[src/sv/sbbc_pkg.sv]
// sbbc_pkg: shared types and constants for the speech band biquad cascade
// no dependencies; used by the interfaces, controller, datapath and top level
package sbbc_pkg;

    localparam int SAMPLE_W  = 16;
    localparam int COEF_W    = 32;
    localparam int CFG_IDX_W = 3;
    localparam int NCH_W     = 2;
    localparam int ROW_BITS  = 4 * COEF_W;
    localparam int Q_FRAC    = 28;
    localparam int IN_SHIFT  = 13;
    localparam int TERM_W    = 3;

    // configuration register indexes
    localparam logic [CFG_IDX_W-1:0] CFG_HP_B0  = 3'd0;
    localparam logic [CFG_IDX_W-1:0] CFG_HP_A1  = 3'd1;
    localparam logic [CFG_IDX_W-1:0] CFG_HP_A2  = 3'd2;
    localparam logic [CFG_IDX_W-1:0] CFG_LP_B0  = 3'd3;
    localparam logic [CFG_IDX_W-1:0] CFG_LP_A1  = 3'd4;
    localparam logic [CFG_IDX_W-1:0] CFG_LP_A2  = 3'd5;
    localparam logic [CFG_IDX_W-1:0] CFG_NUM_CH = 3'd6;

    // product terms of one section, in issue order
    localparam logic [TERM_W-1:0] TERM_X    = 3'd0;
    localparam logic [TERM_W-1:0] TERM_X1   = 3'd1;
    localparam logic [TERM_W-1:0] TERM_X2   = 3'd2;
    localparam logic [TERM_W-1:0] TERM_Y1   = 3'd3;
    localparam logic [TERM_W-1:0] TERM_Y2   = 3'd4;
    localparam logic [TERM_W-1:0] TERM_NONE = 3'd5;

    // 0.9999 in q4.28 and the output scale
    localparam logic [Q_FRAC-1:0] CLAMP_Q   = 28'd268408612;
    localparam logic [14:0]       OUT_SCALE = 15'd32767;

    typedef struct packed {
        logic                start;
        logic                rd;
        logic                mul;
        logic [TERM_W-1:0]   term;
        logic                acc;
        logic                wb;
        logic                is_lp;
        logic                conv;
        logic                load_out;
    } t_cmd;

    typedef struct packed {
        logic out_free;
    } t_stat;

endpackage

[src/sv/sbbc_ctrl.sv]
// sbbc_ctrl: sequencer for the biquad cascade, one section at a time
// depends on sbbc_pkg (t_cmd, t_stat, term codes)
module sbbc_ctrl #(
    parameter int STAGES = 10
) (
    input  logic                         i_clk,
    input  logic                         i_rst_n,
    input  logic                         i_in_valid,
    output logic                         o_in_ready,
    input  sbbc_pkg::t_stat              i_stat,
    output sbbc_pkg::t_cmd               o_cmd,
    output logic [$clog2(2*STAGES)-1:0]  o_sect
);

    localparam int SECTS  = 2 * STAGES;
    localparam int SECT_W = $clog2(SECTS);

    localparam logic [2:0] S_IDLE = 3'd0;
    localparam logic [2:0] S_RD   = 3'd1;
    localparam logic [2:0] S_MAC  = 3'd2;
    localparam logic [2:0] S_WB   = 3'd3;
    localparam logic [2:0] S_CONV = 3'd4;
    localparam logic [2:0] S_OUT  = 3'd5;

    localparam logic [SECT_W-1:0] SECT_LAST = SECT_W'(SECTS - 1);
    localparam logic [SECT_W-1:0] SECT_LP   = SECT_W'(STAGES);

    logic [2:0]                  r_state, n_state;
    logic [SECT_W-1:0]           r_sect, n_sect;
    logic [sbbc_pkg::TERM_W-1:0] r_k, n_k;
    logic                        w_last;

    assign w_last     = (r_sect == SECT_LAST);
    assign o_in_ready = (r_state == S_IDLE);
    assign o_sect     = r_sect;

    always_comb begin
        o_cmd          = '0;
        o_cmd.start    = (r_state == S_IDLE) && i_in_valid;
        o_cmd.rd       = (r_state == S_RD);
        o_cmd.mul      = (r_state == S_MAC) && (r_k != sbbc_pkg::TERM_NONE);
        o_cmd.term     = r_k;
        o_cmd.acc      = (r_state == S_MAC) && (r_k != sbbc_pkg::TERM_X);
        o_cmd.wb       = (r_state == S_WB);
        o_cmd.is_lp    = (r_sect >= SECT_LP);
        o_cmd.conv     = (r_state == S_CONV);
        o_cmd.load_out = (r_state == S_OUT) && i_stat.out_free;
    end

    always_comb begin
        n_state = r_state;
        n_sect  = r_sect;
        n_k     = r_k;
        unique case (r_state)
            S_IDLE: begin
                if (i_in_valid) begin
                    n_state = S_RD;
                    n_sect  = '0;
                end
            end
            S_RD: begin
                n_state = S_MAC;
                n_k     = sbbc_pkg::TERM_X;
            end
            S_MAC: begin
                if (r_k == sbbc_pkg::TERM_NONE) begin
                    n_state = S_WB;
                end else begin
                    n_k = r_k + 1'b1;
                end
            end
            S_WB: begin
                if (w_last) begin
                    n_state = S_CONV;
                end else begin
                    n_state = S_RD;
                    n_sect  = r_sect + 1'b1;
                end
            end
            S_CONV: begin
                n_state = S_OUT;
            end
            S_OUT: begin
                if (i_stat.out_free) begin
                    n_state = S_IDLE;
                end
            end
            default: begin
                n_state = S_IDLE;
            end
        endcase
    end

    always_ff @(posedge i_clk) begin
        if (!i_rst_n) begin
            r_state <= S_IDLE;
            r_sect  <= '0;
            r_k     <= sbbc_pkg::TERM_X;
        end else begin
            r_state <= n_state;
            r_sect  <= n_sect;
            r_k     <= n_k;
        end
    end

    a_start_reads_first: assert property (@(posedge i_clk) disable iff (!i_rst_n)
        o_cmd.start |=> (r_state == S_RD) && (r_sect == '0))
        else $error("accepted sample did not start at the first section");

    a_last_wb_converts: assert property (@(posedge i_clk) disable iff (!i_rst_n)
        (r_state == S_WB) && w_last |=> (r_state == S_CONV))
        else $error("last section not followed by conversion");

    a_mac_count: assert property (@(posedge i_clk) disable iff (!i_rst_n)
        (r_state == S_MAC) |-> (r_k <= sbbc_pkg::TERM_NONE))
        else $error("term counter out of range");

endmodule

[config.mk]
export PLATFORM = sky130hd
export DESIGN_NAME = sbbc_ctrl
export DESIGN_NICKNAME = d
export VERILOG_FILES = /design/src/sv/sbbc_pkg.sv /design/src/sv/sbbc_ctrl.sv
export SDC_FILE = /design/constraint.sdc
export NUM_CORES = 1
export LEC_CHECK = 0
export BUFFER_PORTS_ARGS = -buffer_cell sky130_fd_sc_hd__clkbuf_2
export CORE_ASPECT_RATIO = 0.75
export CORE_UTILIZATION = 30
export DETAILED_ROUTE_END_ITERATION = 16
export GPL_TIMING_DRIVEN = 0
export MAX_ROUTING_LAYER = met4
export PLACE_DENSITY = 0.48
export SETUP_SLACK_MARGIN = 0.15
export SYNTH_ARGS = -nofsm -noshare
export SYNTH_HDL_FRONTEND = slang
export SYNTH_SLANG_ARGS = --single-unit
[constraint.sdc]
create_clock -name i_clk -period 3.84 [get_ports i_clk]
set_input_delay 0.192 -clock i_clk [delete_from_list [all_inputs] [get_ports i_clk]]
set_output_delay 0.192 -clock i_clk [all_outputs]
set_load 0.03 [all_outputs]
### After elaboration in Yosys (flattened, before gate mapping)

Cells that the tools add are included.

| operators by class | value |
|---|---|
| add/subtract/negate cells | 2 |
| $lt $le $gt $ge | 1 |
| equality and inequality tests | 13 |
| multiplexer cells | 10 |
| reduce and logical (&&, ||, !) cells | 11 |

Operators with widths:

| operator | number |
|---|---|
| 3-bit case mux with 6 select lines | 1 |
| 3-bit two-way mux | 5 |
| 5-bit two-way mux | 2 |
| 5-bit case mux with 2 select lines | 1 |
| 3-bit equality test, second input constant | 3 |
| 2-bit inequality test, second input constant | 4 |
| 3-bit by 2-bit equality test with 1-bit output, second input constant | 2 |
| 3-bit case mux with 2 select lines | 1 |
| 3-bit AND reduction | 2 |
| 5-bit by 1-bit adder with 5-bit output, second input constant | 1 |
| 5-bit equality test, second input constant | 1 |
| 5-bit by 4-bit >= comparator with 1-bit output, second input constant | 1 |
| 1-bit logical AND | 4 |
| 2-bit nonzero test | 2 |
| 3-bit by 1-bit adder with 3-bit output, second input constant | 1 |
| 3-bit by 1-bit equality test with 1-bit output, second input constant | 1 |
| 3-bit zero test | 1 |
| 3-bit inequality test, second input constant | 1 |
| 3-bit nonzero test | 1 |
| 2-bit by 1-bit inequality test with 1-bit output, second input constant | 1 |
| 2-bit AND reduction | 1 |

| storage, ports and cells | value |
|---|---|
| register bits | 11 |
| input port bits | 4 |

### Logic depth before layout (Yosys ltp)

| depth | value |
|---|---|
| word-level depth | 3 |
| mapped depth | 5 |
| mapped depth without buffers | 5 |

### Least setup slack after synthesis

Ideal clock, no wire load.

| timing path | value |
|---|---|
| path kind | reg2out |
| from | register r_state[0] |
| to | output o_cmd[4] (netlist bit) |
| arrival | 1.477 ns |
| required time | 3.648 ns |
| setup slack | 2.171 ns |
| cell stages (with the launch flop) | 4 |
| buffers on the path | 1 |
| path through | dfxtp_1 > buf_4 > or3b_2 > a21oi_1 |

RTL lines:

| item | line | text |
|---|---|---|
| start, declared | sbbc_ctrl.sv:28 | `logic [2:0] r_state, n_state;` |
| start signal, assigned | sbbc_ctrl.sv:100 | `r_state <= n_state;` |
| end, declared | sbbc_ctrl.sv:11 | `output sbbc_pkg::t_cmd o_cmd,` |

==> results.txt <==
The remaining global-route overflow is 0. Static timing analysis puts the maximum clock frequency at 0.534 GHz. The final total negative setup slack came out at 0 ns.

Ranked by total cell area, the synthesized netlist is headed by sky130_fd_sc_hd__dfxtp_1 (28%), sky130_fd_sc_hd__ha_1 (7.9%), sky130_fd_sc_hd__a2111oi_4 (6.9%), sky130_fd_sc_hd__a21oi_1 (5.0%), sky130_fd_sc_hd__mux2i_1 (3.8%). The final weighted congestion of routability-driven global placement came out at 0.783. The number of buffers added on ports came out at 20. The final max-slew violation count is 0.

Entering global routing, the biggest net connects 11 pins. The delay of the slowest cell on the worst path came out at 0.51 ns. Global routing used 18.9% of the available met2 tracks.

The number of synthesized flops with an enable pin is 0. The parity-gate share of the synthesized area counting xor and xnor cells came out at 0%. The via count of the first global-routing pass was a little under 600. The total I/O pin count came out at 21.

For this run, global-route usage on met3 was measured as around 5.1%. In this run the mean area of a mapped cell was 8.91 µm². Summed over all instances, the cell type with the most area after synthesis is sky130_fd_sc_hd__dfxtp_1. The synthesized instance count came out at 89. Summing the areas of all fa, ha and maj instances in the mapped netlist gives under 10% of the synthesized area. CTS built an H-tree with a depth of 1. The starting density of the core is 33.0%. After synthesis, the largest family of logic cells by area is simple AND/OR/NAND/NOR gates.

The net count after synthesis is 98. Detailed placement finished with a half-perimeter wire length of 1.38 mm. The cts-stage hold buffer count is 0. The share of the synthesized area in the top cell type is 27.8%. Setup repair after global routing left no endpoint under its margin. In this run the post-CTS setup repair buffer count came out at 0. The simple logic cell fraction of the synthesized area came out at 29.7%.

The post-route cell area is 962 µm². The cell count after placement came out at 143. The worst setup path is captured at an output pin. Global routing used 20.8% of the available met1 tracks. Sequential cells were found to cover 27.8% of the synthesized design area. Clock tree synthesis found a total of 11 sinks. In this run the power density over the cells is approximately 510 nW/µm². The standard cell core area came out at about 2400 µm². The die span in y came out at 46.5 µm. The slowest stage of the critical path belongs to the cell sky130_fd_sc_hd__or3b_2. The number of buffers created by CTS came out at 3.

The share of synthesized registers carrying an async set or reset is 0%. Summing the areas of all compound-gate instances in the mapped netlist gives roughly a quarter of the synthesized area. After clock tree synthesis, the clock-pin slew on the worst setup and hold paths is 0.08 ns. In this run the core area contains 15 standard-cell rows. By instance count, the leading cell after synthesis is sky130_fd_sc_hd__dfxtp_1. The Yosys warning count is 0. The data arrival time at the worst-slack endpoint came out at 1.68 ns. The register bit total from synthesis came out at 11. The transition at the pin with the smallest max-transition slack came out at 0.589 ns. TritonCTS built the clock tree. The utilization of the core after routing is 40.1%. The routed layout has around 700 vias. By count the netlist is led by sky130_fd_sc_hd__dfxtp_1 (11), sky130_fd_sc_hd__a21oi_1 (8), sky130_fd_sc_hd__inv_1 (8).

The post-synthesis instance area is 793 µm². In the final design database the tool counted 123 nets. The placed instance area is a little over 900 µm². The total wire length after detailed routing came out at 1.81 mm. The tree is rooted in a sky130_fd_sc_hd__clkbuf_4.

The tool flagged a number of max-cap violations equal to 0. After the first detailed-routing iteration, the DRC count stood at 51. The top fanout value on the critical path is 10. The count of final hold-check violations is 0.

On the final layout, the worst clock skew is 0.0103 ns. Dividing the detail-routed via count by the number of cells gives 4.86. Among all flip-flop cells after synthesis, the most frequent one is sky130_fd_sc_hd__dfxtp_1. The area growth from synthesis to final layout came out at 21.3%. The time the worst path needs with I/O delays and setup is 1.87 ns. The buffer levels on the longest clock path came out at 2. Of the cells placed in the final design, the portion with a size suffix greater than 1 is approximately a third.

The critical path is of the reg -> out type. After synthesis, the share of cell area in mux cells is under 10%. The critical path data required time came out at 3.65 ns. The layer carrying the most global-route usage is met1.

Global routing consumed, over all layers together, 14.4% of the routing resources. The initial antenna violation count came out at 0. The run finished with clean final reports. The critical path goes through buf_4, or3b_2, a21oi_1, clkbuf_2.

The worst pin sits at a relative slew slack of 60.2%. The number of gates resized after CTS came out at 0. The count of cells in the finished layout, fillers not included, comes to 147.

In the routed design, unresolved DRC markers number 0. The total iterations of the first detailed-routing run came out at 4. The static leakage is 0.394 nW. In the finished design, the share of the clock period the worst path needs comes to between 40% and 50%. The count of antenna diodes in the layout is 0. The die covers 2860 µm². The global-route wire length before repair came out at 2.82 mm.

STA classifies the critical path startpoint as a flip-flop. The worst-case IR drop observed on VDD is 0.224 mV. The post-detailed-route count of antenna-violating nets came out at 0. The area occupied by multi-input gates is approximately 510 µm². The die boundary width is 61.4 µm.

After detailed routing, the average wire length per cell comes to between 10 and 15 µm. The count of different cell masters after synthesis is 36. The setup-violating endpoint count in the final report is 0.

The layout filler cell count is ~270. The latest clock arrival within the worst-skew pair came out at 0.27 ns. The worst min-delay path category is in -> reg. The total area of sequential cells came out at 220 µm².
[worst max-delay path, delay by kind of cell (launching register included)]
| kind | cells | cell delay, ns |
|---|---|---|
| AOI/OAI and AO/OA | 1 | 0.15 |
| buffers and inverters | 2 | 0.40 |
| DFF | 1 | 0.35 |
| and+or+nand+nor | 1 | 0.51 |
[cell families after synthesis]
logic type / count (synthesis)
AOI/OAI and AO/OA: 22
adders and majority gates: 5
buffers and inverters: 13
DFF: 11
muxes: 3
and+or+nand+nor: 35
[where the power goes]
group          switching, W  internal (W)
Combinational      0.000169     0.0000894
Sequential        0.0000188      0.000130
Clock             0.0000423     0.0000402
Total              0.000230      0.000259
[cells in the final DEF, fill, tap and decap left out, drive strengths merged]
master,synthesis,final
and4b,1,1
or3,1,1
nor4bb,1,1
nor3b,3,3
buf,4,4
nand2,7,7
and2,1,1
o31a,2,2
a2111oi,2,2
nand2b,1,1
ha,5,5
o21ai,4,4
nand3b,4,4
a21boi,2,2
nand3,6,6
o41ai,1,1
mux2i,3,3
or4b,1,1
or4bb,1,1
nor3,1,1
inv,8,8
clkbuf,1,25
o31ai,1,1
dfxtp,11,11
nand4b,1,1
a31o,1,1
a21oi,8,8
or4,1,1
o211ai,1,1
nor2,2,2
or3b,3,3
[per-stage QoR]
stage / hold WS (ns) / power [W] / setup WS, ns
2_1_floorplan: 0.413 / 0.000351 / 2.17
4_1_cts: 0.252 / 0.000494 / 1.95
3_5_place_dp: 0.510 / 0.000410 / 2.26
6_report: 0.258 / 0.000490 / 1.97
5_1_grt: 0.293 / 0.000526 / 1.91
3_3_place_gp: 0.512 / 0.000409 / 2.27
[metal layers]
layer	share of wire (%)	wire length [µm]	vias up
met2	39	713	14
met1	56	1010	322
met4	0.44	8	0
met5	0	0	-
met3	3.9	71	2
li1	-	-	376
[state kept, by name, summed over array words and instances, names as in the netlist]
signal / flops
o_sect: 5
r_k: 3
r_state: 3
[worst paths after layout]
path                                start                 endpoint  slack (ns)  cells past startpoint
setup / recovery  r_state[0]$_SDFFE_PN0P_                 o_cmd[4]        1.97                      4
hold / removal                    i_rst_n  r_state[0]$_SDFFE_PN0P_        0.26                      4
setup reg to reg   o_sect[1]$_SDFFE_PN0P_  r_state[0]$_SDFFE_PN0P_        2.22                      4
hold reg to reg    o_sect[0]$_SDFFE_PN0P_   o_sect[0]$_SDFFE_PN0P_        0.52                      2
[area by class of cell]
| class | count | area share (%) |
|---|---|---|
| multi-input cells | 65 | 53.3 |
| repair buffers | 20 | 10.4 |
| plain buffers | 5 | 3.12 |
| clock buffers | 4 | 2.73 |
| well taps | 34 | 4.42 |
| inverters | 8 | 3.12 |
| flip-flops and latches | 11 | 22.9 |
Power figures use the tool's default switching activity.
